**src/rtl/rhts_pkg.sv**
```systemverilog
// rhts_pkg: shared widths, constants, register indexes and structs for the
// rpm hold throttle stepper. No dependencies.
`default_nettype none

package rhts_pkg;

	localparam int TIME_WIDTH = 32;

	localparam int THR_W = 17;
	localparam int RPM_W = 16;
	localparam int TGT_W = 12;
	localparam int MS_W = 16;
	localparam int TOL_W = 10;

	localparam int RPM_PER_DOUBLING = 100;
	localparam int MAX_DOUBLINGS = 16;
	localparam int UNITS_W = $clog2(MAX_DOUBLINGS + 1);
	localparam int STEP_W = THR_W + MAX_DOUBLINGS;

	localparam logic [THR_W-1:0] FULL_THROTTLE = THR_W'(65536);

	// register indexes on the config port
	localparam int CFG_IDX_W = 3;
	localparam logic [CFG_IDX_W-1:0] REG_TOLERANCE = 3'd0;
	localparam logic [CFG_IDX_W-1:0] REG_SETTLE = 3'd1;
	localparam logic [CFG_IDX_W-1:0] REG_MIN_INTERVAL = 3'd2;
	localparam logic [CFG_IDX_W-1:0] REG_BASE_STEP = 3'd3;
	localparam logic [CFG_IDX_W-1:0] REG_MAX_STEP = 3'd4;

	localparam logic [TOL_W-1:0] TOLERANCE_RST = TOL_W'(15);
	localparam logic [MS_W-1:0] SETTLE_RST = MS_W'(2000);
	localparam logic [MS_W-1:0] MIN_INTERVAL_RST = MS_W'(1000);
	localparam logic [THR_W-1:0] BASE_STEP_RST = THR_W'(328);
	localparam logic [THR_W-1:0] MAX_STEP_RST = THR_W'(6554);

	// short queue between front and back
	localparam int QDEPTH = 2;
	localparam int QPTR_W = $clog2(QDEPTH);
	localparam int QCNT_W = $clog2(QDEPTH + 1);

	typedef struct packed {
		logic [TOL_W-1:0] tolerance_rpm;
		logic [MS_W-1:0]  settle_ms;
		logic [MS_W-1:0]  min_interval_ms;
		logic [THR_W-1:0] base_step;
		logic [THR_W-1:0] max_step;
	} cfg_t;

	// one classified tick, ready for the timing decision
	typedef struct packed {
		logic [MS_W-1:0]  elapsed;
		logic             out_tol;
		logic [THR_W-1:0] thr_in;
		logic [THR_W-1:0] cand_thr;
		logic             differs;
	} qent_t;

endpackage

`default_nettype wire

```
**src/rtl/rpm_hold_throttle_stepper_core.sv**
```systemverilog
// rpm_hold_throttle_stepper_core: top level, config registers and the
// front / queue / back chain. Depends on rhts_pkg, rhts_front, rhts_queue, rhts_back.
//
//   channel  handshake          payload
//   in       in_valid/in_stall  elapsed_ms enable set_rpm measured_rpm throttle_in
//   out      out_valid/out_stall throttle_out adjusted out_of_tolerance
//   cfg      cfg_valid/cfg_ready cfg_index cfg_data
//
// a tick per cycle unless in_stall, one result per tick, via s1/queue/out regs
// the back's combinational age update (one add and compare) sets the rate
// reset clears the timing state and loads register defaults; no clearing pass
// the queue lets the front keep taking ticks while a result waits on out_stall
// cfg_ready is always high
`default_nettype none

module rpm_hold_throttle_stepper_core
	import rhts_pkg::*;
(
	input  wire logic                 clk,
	input  wire logic                 arst_n,
	input  wire logic                 in_valid,
	output logic                      in_stall,
	input  wire logic [MS_W-1:0]      elapsed_ms,
	input  wire logic                 enable,
	input  wire logic [TGT_W-1:0]     set_rpm,
	input  wire logic [RPM_W-1:0]     measured_rpm,
	input  wire logic [THR_W-1:0]     throttle_in,
	output logic                      out_valid,
	input  wire logic                 out_stall,
	output logic [THR_W-1:0]          throttle_out,
	output logic                      adjusted,
	output logic                      out_of_tolerance,
	input  wire logic                 cfg_valid,
	output logic                      cfg_ready,
	input  wire logic [CFG_IDX_W-1:0] cfg_index,
	input  wire logic [THR_W-1:0]     cfg_data
);

	cfg_t  cfg_q;
	logic  q_full;
	logic  q_push;
	qent_t q_wdata;
	logic  q_pop;
	logic  q_nonempty;
	qent_t q_head;

	assign cfg_ready = 1'b1;

	always_ff @(posedge clk or negedge arst_n) begin
		if (!arst_n) begin
			cfg_q.tolerance_rpm   <= TOLERANCE_RST;
			cfg_q.settle_ms       <= SETTLE_RST;
			cfg_q.min_interval_ms <= MIN_INTERVAL_RST;
			cfg_q.base_step       <= BASE_STEP_RST;
			cfg_q.max_step        <= MAX_STEP_RST;
		end else if (cfg_valid && cfg_ready) begin
			case (cfg_index)
				REG_TOLERANCE:    cfg_q.tolerance_rpm   <= cfg_data[TOL_W-1:0];
				REG_SETTLE:       cfg_q.settle_ms       <= cfg_data[MS_W-1:0];
				REG_MIN_INTERVAL: cfg_q.min_interval_ms <= cfg_data[MS_W-1:0];
				REG_BASE_STEP:    cfg_q.base_step       <= cfg_data;
				REG_MAX_STEP:     cfg_q.max_step        <= cfg_data;
				default: ;
			endcase
		end
	end

	rhts_front u_front (
		.clk          (clk),
		.arst_n       (arst_n),
		.in_valid     (in_valid),
		.in_stall     (in_stall),
		.elapsed_ms   (elapsed_ms),
		.enable       (enable),
		.set_rpm      (set_rpm),
		.measured_rpm (measured_rpm),
		.throttle_in  (throttle_in),
		.cfg          (cfg_q),
		.q_full       (q_full),
		.q_push       (q_push),
		.q_wdata      (q_wdata)
	);

	rhts_queue u_queue (
		.clk      (clk),
		.arst_n   (arst_n),
		.push     (q_push),
		.wdata    (q_wdata),
		.full     (q_full),
		.pop      (q_pop),
		.nonempty (q_nonempty),
		.head     (q_head)
	);

	rhts_back u_back (
		.clk              (clk),
		.arst_n           (arst_n),
		.cfg              (cfg_q),
		.q_nonempty       (q_nonempty),
		.q_head           (q_head),
		.q_pop            (q_pop),
		.out_valid        (out_valid),
		.out_stall        (out_stall),
		.throttle_out     (throttle_out),
		.adjusted         (adjusted),
		.out_of_tolerance (out_of_tolerance)
	);

endmodule

`default_nettype wire

```
**src/rtl/rhts_front.sv**
```systemverilog
// rhts_front: input stage, error classification and candidate throttle step.
// Depends on rhts_pkg.
`default_nettype none

module rhts_front
	import rhts_pkg::*;
(
	input  wire logic             clk,
	input  wire logic             arst_n,
	input  wire logic             in_valid,
	output logic                  in_stall,
	input  wire logic [MS_W-1:0]  elapsed_ms,
	input  wire logic             enable,
	input  wire logic [TGT_W-1:0] set_rpm,
	input  wire logic [RPM_W-1:0] measured_rpm,
	input  wire logic [THR_W-1:0] throttle_in,
	input  wire cfg_t             cfg,
	input  wire logic             q_full,
	output logic                  q_push,
	output qent_t                 q_wdata
);

	logic             s1_v_q;
	logic [MS_W-1:0]  elapsed_s1;
	logic             out_tol_s1;
	logic             up_s1;
	logic [RPM_W-1:0] err_s1;
	logic [THR_W-1:0] thr_s1;

	logic             advance;
	logic             up;
	logic [RPM_W-1:0] err;
	logic [RPM_W-1:0] target_ext;

	logic [UNITS_W-1:0] units;
	logic [STEP_W-1:0]  step_wide;
	logic [THR_W-1:0]   step;
	logic [THR_W:0]     sum;
	logic [THR_W-1:0]   cand;

	assign advance  = !s1_v_q || !q_full;
	assign in_stall = s1_v_q && q_full;

	assign target_ext = RPM_W'(set_rpm);
	assign up  = target_ext > measured_rpm;
	assign err = up ? (target_ext - measured_rpm) : (measured_rpm - target_ext);

	always_ff @(posedge clk or negedge arst_n) begin
		if (!arst_n) begin
			s1_v_q <= 1'b0;
		end else if (advance) begin
			s1_v_q <= in_valid;
		end
	end

	always_ff @(posedge clk) begin
		if (advance && in_valid) begin
			elapsed_s1 <= elapsed_ms;
			out_tol_s1 <= enable && (err > RPM_W'(cfg.tolerance_rpm));
			up_s1      <= up;
			err_s1     <= err;
			thr_s1     <= throttle_in;
		end
	end

	// thermometer over whole hundreds of rpm, saturating
	always_comb begin
		units = '0;
		for (int k = 1; k <= MAX_DOUBLINGS; k++) begin
			if (err_s1 >= RPM_W'(k * RPM_PER_DOUBLING))
				units = UNITS_W'(k);
		end
	end

	assign step_wide = STEP_W'(cfg.base_step) << units;
	assign step = (step_wide > STEP_W'(cfg.max_step)) ? cfg.max_step : step_wide[THR_W-1:0];
	assign sum  = {1'b0, thr_s1} + {1'b0, step};

	always_comb begin
		if (up_s1) begin
			cand = (sum > (THR_W+1)'(FULL_THROTTLE)) ? FULL_THROTTLE : sum[THR_W-1:0];
		end else if (thr_s1 > step) begin
			cand = ((thr_s1 - step) > FULL_THROTTLE) ? FULL_THROTTLE : (thr_s1 - step);
		end else begin
			cand = '0;
		end
	end

	assign q_push           = s1_v_q && !q_full;
	assign q_wdata.elapsed  = elapsed_s1;
	assign q_wdata.out_tol  = out_tol_s1;
	assign q_wdata.thr_in   = thr_s1;
	assign q_wdata.cand_thr = cand;
	assign q_wdata.differs  = cand != thr_s1;

endmodule

`default_nettype wire

```
**src/rtl/rhts_queue.sv**
```systemverilog
// rhts_queue: short fifo of classified ticks between front and back.
// Depends on rhts_pkg.
`default_nettype none

module rhts_queue
	import rhts_pkg::*;
(
	input  wire logic  clk,
	input  wire logic  arst_n,
	input  wire logic  push,
	input  wire qent_t wdata,
	output logic       full,
	input  wire logic  pop,
	output logic       nonempty,
	output qent_t      head
);

	qent_t             mem_q [QDEPTH];
	logic [QPTR_W-1:0] wr_ptr_q;
	logic [QPTR_W-1:0] rd_ptr_q;
	logic [QCNT_W-1:0] count_q;

	assign full     = count_q == QCNT_W'(QDEPTH);
	assign nonempty = count_q != '0;
	assign head     = mem_q[rd_ptr_q];

	always_ff @(posedge clk or negedge arst_n) begin
		if (!arst_n) begin
			wr_ptr_q <= '0;
			rd_ptr_q <= '0;
			count_q  <= '0;
		end else begin
			if (push)
				wr_ptr_q <= (wr_ptr_q == QPTR_W'(QDEPTH - 1)) ? '0 : wr_ptr_q + 1'b1;
			if (pop)
				rd_ptr_q <= (rd_ptr_q == QPTR_W'(QDEPTH - 1)) ? '0 : rd_ptr_q + 1'b1;
			if (push && !pop)
				count_q <= count_q + 1'b1;
			else if (pop && !push)
				count_q <= count_q - 1'b1;
		end
	end

	always_ff @(posedge clk) begin
		if (push)
			mem_q[wr_ptr_q] <= wdata;
	end

endmodule

`default_nettype wire

```
**src/rtl/rhts_back.sv**
```systemverilog
// rhts_back: timing state (deviation age, time since adjust), adjust decision
// and output register. Depends on rhts_pkg.
`default_nettype none

module rhts_back
	import rhts_pkg::*;
(
	input  wire logic  clk,
	input  wire logic  arst_n,
	input  wire cfg_t  cfg,
	input  wire logic  q_nonempty,
	input  wire qent_t q_head,
	output logic       q_pop,
	output logic       out_valid,
	input  wire logic  out_stall,
	output logic [THR_W-1:0] throttle_out,
	output logic       adjusted,
	output logic       out_of_tolerance
);

	// ages stand for running time minus the stored start / adjust times
	logic                  dev_active_q;
	logic [TIME_WIDTH-1:0] dev_age_q;
	logic [TIME_WIDTH-1:0] adj_age_q;

	logic                  out_v_q;
	logic [THR_W-1:0]      thr_out_q;
	logic                  adjusted_q;
	logic                  oot_q;

	logic [TIME_WIDTH-1:0] elapsed_ext;
	logic [TIME_WIDTH-1:0] since_dev;
	logic [TIME_WIDTH-1:0] since_adj;
	logic                  apply;
	logic                  adj_now;

	assign q_pop = q_nonempty && (!out_v_q || !out_stall);

	assign elapsed_ext = TIME_WIDTH'(q_head.elapsed);
	assign since_dev   = dev_active_q ? (dev_age_q + elapsed_ext) : '0;
	assign since_adj   = adj_age_q + elapsed_ext;
	assign apply = q_head.out_tol
		&& (since_dev >= TIME_WIDTH'(cfg.settle_ms))
		&& (since_adj >= TIME_WIDTH'(cfg.min_interval_ms));
	assign adj_now = apply && q_head.differs;

	always_ff @(posedge clk or negedge arst_n) begin
		if (!arst_n) begin
			dev_active_q <= 1'b0;
			dev_age_q    <= '0;
			adj_age_q    <= '0;
			out_v_q      <= 1'b0;
		end else begin
			if (q_pop) begin
				dev_active_q <= q_head.out_tol;
				dev_age_q    <= q_head.out_tol ? since_dev : '0;
				adj_age_q    <= adj_now ? '0 : since_adj;
				out_v_q      <= 1'b1;
			end else if (!out_stall) begin
				out_v_q <= 1'b0;
			end
		end
	end

	always_ff @(posedge clk) begin
		if (q_pop) begin
			thr_out_q  <= apply ? q_head.cand_thr : q_head.thr_in;
			adjusted_q <= adj_now;
			oot_q      <= q_head.out_tol;
		end
	end

	assign out_valid        = out_v_q;
	assign throttle_out     = thr_out_q;
	assign adjusted         = adjusted_q;
	assign out_of_tolerance = oot_q;

endmodule

`default_nettype wire

```
**config.mk**
```make
export PLATFORM = sky130hd
export DESIGN_NAME = rpm_hold_throttle_stepper_core
export DESIGN_NICKNAME = d
export VERILOG_FILES = /design/src/rtl/rhts_pkg.sv /design/src/rtl/rpm_hold_throttle_stepper_core.sv /design/src/rtl/rhts_front.sv /design/src/rtl/rhts_queue.sv /design/src/rtl/rhts_back.sv
export SDC_FILE = /design/constraint.sdc
export NUM_CORES = 1
export LEC_CHECK = 0
export BUFFER_PORTS_ARGS = -buffer_cell sky130_fd_sc_hd__buf_4
export CAP_MARGIN = 20
export CORE_UTILIZATION = 35
export DETAILED_ROUTE_END_ITERATION = 6
export SETUP_SLACK_MARGIN = 0.1
export SLEW_MARGIN = 20
export SYNTH_ARGS = -nofsm -noshare
export SYNTH_HDL_FRONTEND = slang
export SYNTH_HIERARCHICAL = 1
export SYNTH_SLANG_ARGS = --single-unit
```
**constraint.sdc**
```tcl
create_clock -name clk -period 9.3 [get_ports clk]
set_clock_uncertainty 0.2 [all_clocks]
set_input_delay 1.395 -clock clk [delete_from_list [all_inputs] [get_ports clk]]
set_output_delay 1.395 -clock clk [all_outputs]
set_load 0.1 [all_outputs]
```
Yosys cells after proc, flatten, opt, wreduce, memory -nomap -nowiden
Memories as Yosys holds them, arrays and structs flattened.
Index checks and enable logic that the tools add are counted.

cells by class
  $add $sub $neg = 10
  $lt $le $gt $ge = 24
  eq/ne operators = 7
  shift-type cells = 1
  mux-type cells = 34
  reduce and logical (&&, ||, !) cells = 26

operator list
  operator                                                              number
  two-way mux 17 bit                                                    6
  greater-or-equal comparator 16 x 11 -> 1 bit (second input constant)  6
  two-way mux 32 bit                                                    3
  greater-or-equal comparator 16 x 10 -> 1 bit (second input constant)  5
  adder 32 x 16 -> 32 bit                                               2
  greater-or-equal comparator 32 x 16 -> 1 bit                          2
  greater-or-equal comparator 16 x 9 -> 1 bit (second input constant)   3
  > comparator 33 x 17 -> 1 bit                                         1
  << shifter 17 x 5 -> 33 bit                                           1
  two-way mux 4 bit                                                     8
  adder 17 x 17 -> 18 bit                                               1
  > comparator 18 x 17 -> 1 bit (second input constant)                 1
  > comparator 17 bit                                                   1
  > comparator 17 bit (second input constant)                           1
  inequality test 17 bit                                                1
  subtractor 17 bit                                                     1
  greater-or-equal comparator 16 x 7 -> 1 bit (second input constant)   1
  greater-or-equal comparator 16 x 8 -> 1 bit (second input constant)   1
  > comparator 12 x 16 -> 1 bit                                         1
  > comparator 16 x 10 -> 1 bit                                         1
  two-way mux 16 bit                                                    1
  subtractor 12 x 16 -> 16 bit                                          1
  subtractor 16 x 12 -> 16 bit                                          1
  two-way mux 3 bit                                                     4
  other kinds (17)                                                      48

storage, ports and cells
  flip-flop bits (word level) = 217
  memory bits (writable) = 104
  input bits = 87
  output and inout bits = 22
  memories kept = 1

memories
  memory         words  width  read ports  clocked after memory_dff  write ports  line              text
  u_queue.mem_q  2      52     1           0                         1            rhts_queue.sv:18  qent_t mem_q [QDEPTH];

Longest topological paths before layout
  depth after elaboration = 26
  mapped depth = 41

Hierarchy
The synthesis kept the hierarchy.

modules (own cells, without submodules)
  module                          instances  cells an instance  area an instance (sq um)  seq. area each (sq um)
  rhts_front                      1          1034               8126.5                    1496.4
  rhts_back                       1          883                7400.8                    2222.1
  rhts_queue                      1          178                4192.8                    3223.1
  rpm_hold_throttle_stepper_core  1          167                2954.1                    1934.4

Least setup slack after synthesis
No wires, ideal clock.

  kind = register -> register
  from = reg u_front.err_s1[13]
  to = mem u_queue/mem_q[0][0] (netlist bit), data pin
  setup time = 0.284 ns
  arrival = 8.759 ns
  data required time = 8.816 ns
  setup slack = 0.057 ns
  stages on the path, launching flop included = 39
  buffers on the path = 2
  clock period less this slack = 9.243 ns
  cells stage by stage = edfxtp_1 or2_1 or4_4 or3_1 a31oi_1 o32ai_2 nor2_1 clkbuf_1 nand2_1 and3_1 a21oi_1 a21oi_1 a221oi_1 ha_1 and4_1 nand2_1 or4_1 o21ai_0 [... 3 more ...] a2111oi_4 buf_6 mux2i_1 ha_1 inv_1 fa_1 nand2b_1 a211oi_1 or4_1 a21oi_1 o21ai_0 xnor2_1 or2_2 o211ai_1 a21oi_1 o32a_1 nor4_1 o2111ai_1

RTL lines
  element                 line              text
  from (decl)             rhts_front.sv:27  logic [RPM_W-1:0] err_s1;
  from (signal assigned)  rhts_front.sv:61  err_s1 <= err;
  to (decl)               rhts_queue.sv:18

==> metrics.md <==
| Metric | Value |
|---|---|
| Status | `finished, final reports clean` |
| Hold wc startpoint | `u_front/elapsed_s1[0]$_DFFE_PP_` |
| # setup viols final | `0` |
| Post-Route Utilization | `0.433` |
| Multi-input gate area | `0.0133 mm²` |
| Layout Cells excl Fill | `between 3000 and 4000` |
| Reg power frac | `0.263` |
| Worst Hold Path EP | `u_queue/mem_q[1][36]$_DFFE_PP_` |
| Drt wl/cell | `between 20 and 25 µm` |
| Unrepaired setup endpoints after global routing | `yes` |
| Worst slew pin tran | `0.938 ns` |
| Detailed-route wire length | `just under 70000 µm` |
| GRT overflow | `0` |
| Tcrit/Tclk final | `0.967` |
| Commonest non-fill, non-tap cell in the layout | `buf_4` |
| First drt pass iteration count | `7` |
| Pin count of the biggest net entering global routing | `between 60 and 70` |
| Worst path arrival time | `9.05 ns` |
| Syn Nets | `approximately 2500` |
| FF-to-FF End | `u_queue/mem_q[0][0]$_DFFE_PP_` |
| CTS Buf Count | `39` |
| Mean Syn Cell Area | `10.0 µm²` |
| # clock sinks | `319` |
| Hpwl dp | `a little over 50000 µm` |
| Clock Tree Buf Depth | `3` |
| Slew Limit Fails | `0` |
| Row count | `between 90 and 100` |
| Clock Power Share | `0.176` |
| Worst-Skew Late Latency | `around 0.56 ns` |
| Number of global-route vias before repair | `18100` |
| DIE HEIGHT | `around 260 µm` |
| Die Width | `257 µm` |
| Max rail drop VDD | `roughly 0.00018 V` |
| Clock Pin Slew Worst Setup and Hold Paths | `approximately 0.06 ns` |
| Critical path launch point type | `flip-flop` |
| Vias after detailed routing | `roughly 19000` |
| Final setup margin | `roughly 0.3 ns` |
| Ys Warns | `6` |
| Initial Util | `0.357` |
| First-pass GRT wire length | `between 100000 and 150000 µm` |
| Core area | `approximately 0.064 mm²` |
| Worst-path maximum fanout | `9` |
| R2R cell count | `40` |
| Most used cell, CP | `o21ai_1` |
| Fillers | `roughly 6000` |
| Total power | `around 8.9 mW` |
| Root Driver | `clkbuf_16` |
| Switch share | `0.442` |
| Initial antenna violation count | `1` |
| Fin area | `about 0.027 mm²` |
| Crit path capture type | `flip-flop` |
| FFs w/ async S/R, synth | `0.461` |
| Global-route usage over all layers | `0.200` |
| Slew Limit Headroom | `0.375` |
| Antenna-violating nets left | `0` |
| Fin crit period | `around 9 ns` |
| Critical path required time | `~9.4 ns` |
| PortBufs | `approximately 110` |
| Top FF cell, synth | `edfxtp_1` |
| Post-DP Area | `around 0.025 mm²` |
| Crit Path Class | `flip-flop to flip-flop` |
| Cell variety after synth | `~110` |
| Pre-CTS worst setup slack | `-0.00304 ns` |
| Max-cap violations | `0` |
| FF/Latch Area | `a little under 0.009 mm²` |
| Die area | `between 0.06 and 0.07 mm²` |
| Max layer used | `met4` |
| Pwr per Cell Area | `~320 mW/mm²` |
| I/O pins | `roughly 110` |
| Met3 WL | `around 3200 µm` |
| Most frequent cells in the layout | `buf_4 (287), a21oi_1 (179), edfxtp_1 (172)` |
| Sequential area share after synthesis | `0.391` |
| Initial drt markers | `roughly 1400` |
| Setup tns final | `0 ns` |
| Min Hold Slack | `0.241 ns` |
| CP peak stage delay | `approximately 0.55 ns` |
| Synthesized cell area | `about 0.023 mm²` |
| Number of flops mapped to enable cells by yosys | `172` |
| Psw | `3.93 mW` |
| Cell Int Power | `roughly 5 mW` |
| Syn Inst Count | `roughly 2300` |
| Placed cell count | `between 3000 and 4000` |
| Flop2flop setup slack | `between 0.3 and 0.4 ns` |
| Post-synthesis register bit count | `about 320` |
| Comb pwr share | `0.562` |
| Placer congestion estimate | `a little over 0.9` |
| Vias per cell | `5.51` |
| Hold Path Cell Cnt | `0` |
| H-tree depth | `2` |
| Max frequency | `111 MHz` |
| TritonCTS clock tree | `built` |
| Hold Crit Class | `flip-flop to flip-flop` |
| CP max stage cell | `or4_4` |
| RR Startpoint | `u_front/err_s1[15]$_DFFE_PP_` |
| Area growth syn-to-layout | `21.2%` |
| Met2 routed WL | `between 30000 and 40000 µm` |
| Fin nets | `between 2000 and 3000` |
| Final Hold Viols | `0` |
| # DRC | `0` |
| Leakage | `approximately 11 nW` |
| M1 WL | `between 30000 and 40000 µm` |
| Layout cells sized above 1 | `0.270` |
## routing by layer
metal,track usage,vias to the layer above
met4,0.0513,0
met3,0.0211,79
li1,-,8818
met1,0.286,9185
met2,0.321,509
met5,0,-
## worst max-delay path by stage
stage | end | slack [ns] | from
final | u_queue/mem_q[0][0]$_DFFE_PP_ | 0.31 | u_front/err_s1[15]$_DFFE_PP_
after global routing | u_queue/mem_q[0][0]$_DFFE_PP_ | -0.10 | u_front/err_s1[15]$_DFFE_PP_
after CTS | u_queue/mem_q[1][0]$_DFFE_PP_ | 0.12 | u_front/err_s1[3]$_DFFE_PP_
after detailed placement | u_queue/mem_q[1][0]$_DFFE_PP_ | -0.003 | u_front/err_s1[13]$_DFFE_PP_
after global placement | u_queue/mem_q[0][0]$_DFFE_PP_ | 0.03 | u_front/err_s1[13]$_DFFE_PP_
after floorplan | u_queue/mem_q[0][0]$_DFFE_PP_ | 0.17 | u_front/err_s1[13]$_DFFE_PP_
## final cells by class
type                            instances  area share
Antenna cell                            1   0.0000910
Multi-Input combinational cell       1678       0.483
Clock buffer                           49      0.0399
Sequential cell                       319       0.323
Clock inverter                         21     0.00774
Timing Repair Buffer                  302      0.0856
Inverter                              161      0.0220
Tap cell                              846      0.0385
## power groups by stage
stage / combinational, mW / clock [mW] / sequential, mW
4_1_cts: 4.75 / 1.61 / 2.34
3_5_place_dp: 4.71 / 0 / 2.36
3_3_place_gp: 4.64 / 0 / 2.35
2_1_floorplan: 3.13 / 0 / 2.52
6_report: 4.99 / 1.56 / 2.34
5_1_grt: 5.43 / 1.66 / 2.38
## flip-flops by register name (all words and copies together) (netlist names), 2 cells and up
register,cells
u_queue/mem_q,104
u_back/adj_age_q,32
u_front/err_s1,14
u_queue/count_q,2
u_back/throttle_out,17
cfg_q,76
u_back/dev_age_q,32
u_front/elapsed_s1,16
u_front/thr_s1,17
## synthesized netlist by cell type (16+ instances only)
| cell type | instances | area, µm² |
|---|---|---|
| a21oi_1 | 187 | 936 |
| edfxtp_1 | 172 | 5160 |
| nand2_1 | 169 | 634 |
| inv_1 | 160 | 601 |
| ha_1 | 153 | 1910 |
| o21ai_0 | 133 | 666 |
| nor2_1 | 128 | 480 |
| dfrtp_1 | 121 | 3030 |
| mux2_2 | 105 | 1180 |
| mux2i_1 | 77 | 771 |
| xnor2_1 | 70 | 613 |
| clkbuf_1 | 60 | 225 |
| nor3_1 | 52 | 260 |
| mux2_4 | 50 | 751 |
| nand3_1 | 43 | 215 |
| a21o_1 | 37 | 278 |
| xor2_1 | 33 | 289 |
| dfstp_2 | 26 | 683 |
| nand4_1 | 25 | 156 |
| a211oi_1 | 23 | 173 |
| and3_1 | 23 | 144 |
| nor2b_1 | 23 | 144 |
| o31ai_1 | 23 | 173 |
| nand2b_1 | 18 | 113 |
| a31oi_1 | 17 | 106 |
| mux2_1 | 17 | 191 |
| o211ai_1 | 16 | 120 |
## cells by family after synthesis
logic type,synth area share
AO/OA/AOI/OAI,0.169
buffers and inverters,0.0536
XOR/XNOR,0.0398
AND/OR/NAND/NOR,0.128
adder cells (fa/ha/maj),0.0897
flip-flops,0.391
multiplexers,0.128
other,0.000165
## critical path: cells and delay by family, from the launching register on
| family | cells | cell delay (ns) |
|---|---|---|
| AO/OA/AOI/OAI | 14 | 2.30 |
| AND/OR/NAND/NOR | 13 | 3.25 |
| buffers and inverters | 7 | 1.05 |
| adder cells (fa/ha/maj) | 3 | 0.90 |
| multiplexers | 2 | 0.48 |
| flip-flops | 1 | 0.35 |
| XOR/XNOR | 1 | 0.16 |
## repair_timing
action / 4_1_cts / 5_1_grt
setup endpoints to repair: 2 / 34
gates resized for setup: 6 / 146
pin swaps: 0 / 47
hold buffers: 0 / 0
setup buffers: 3 / 27
cloned: 0 / 1
(Power assumes the default switching activity.)
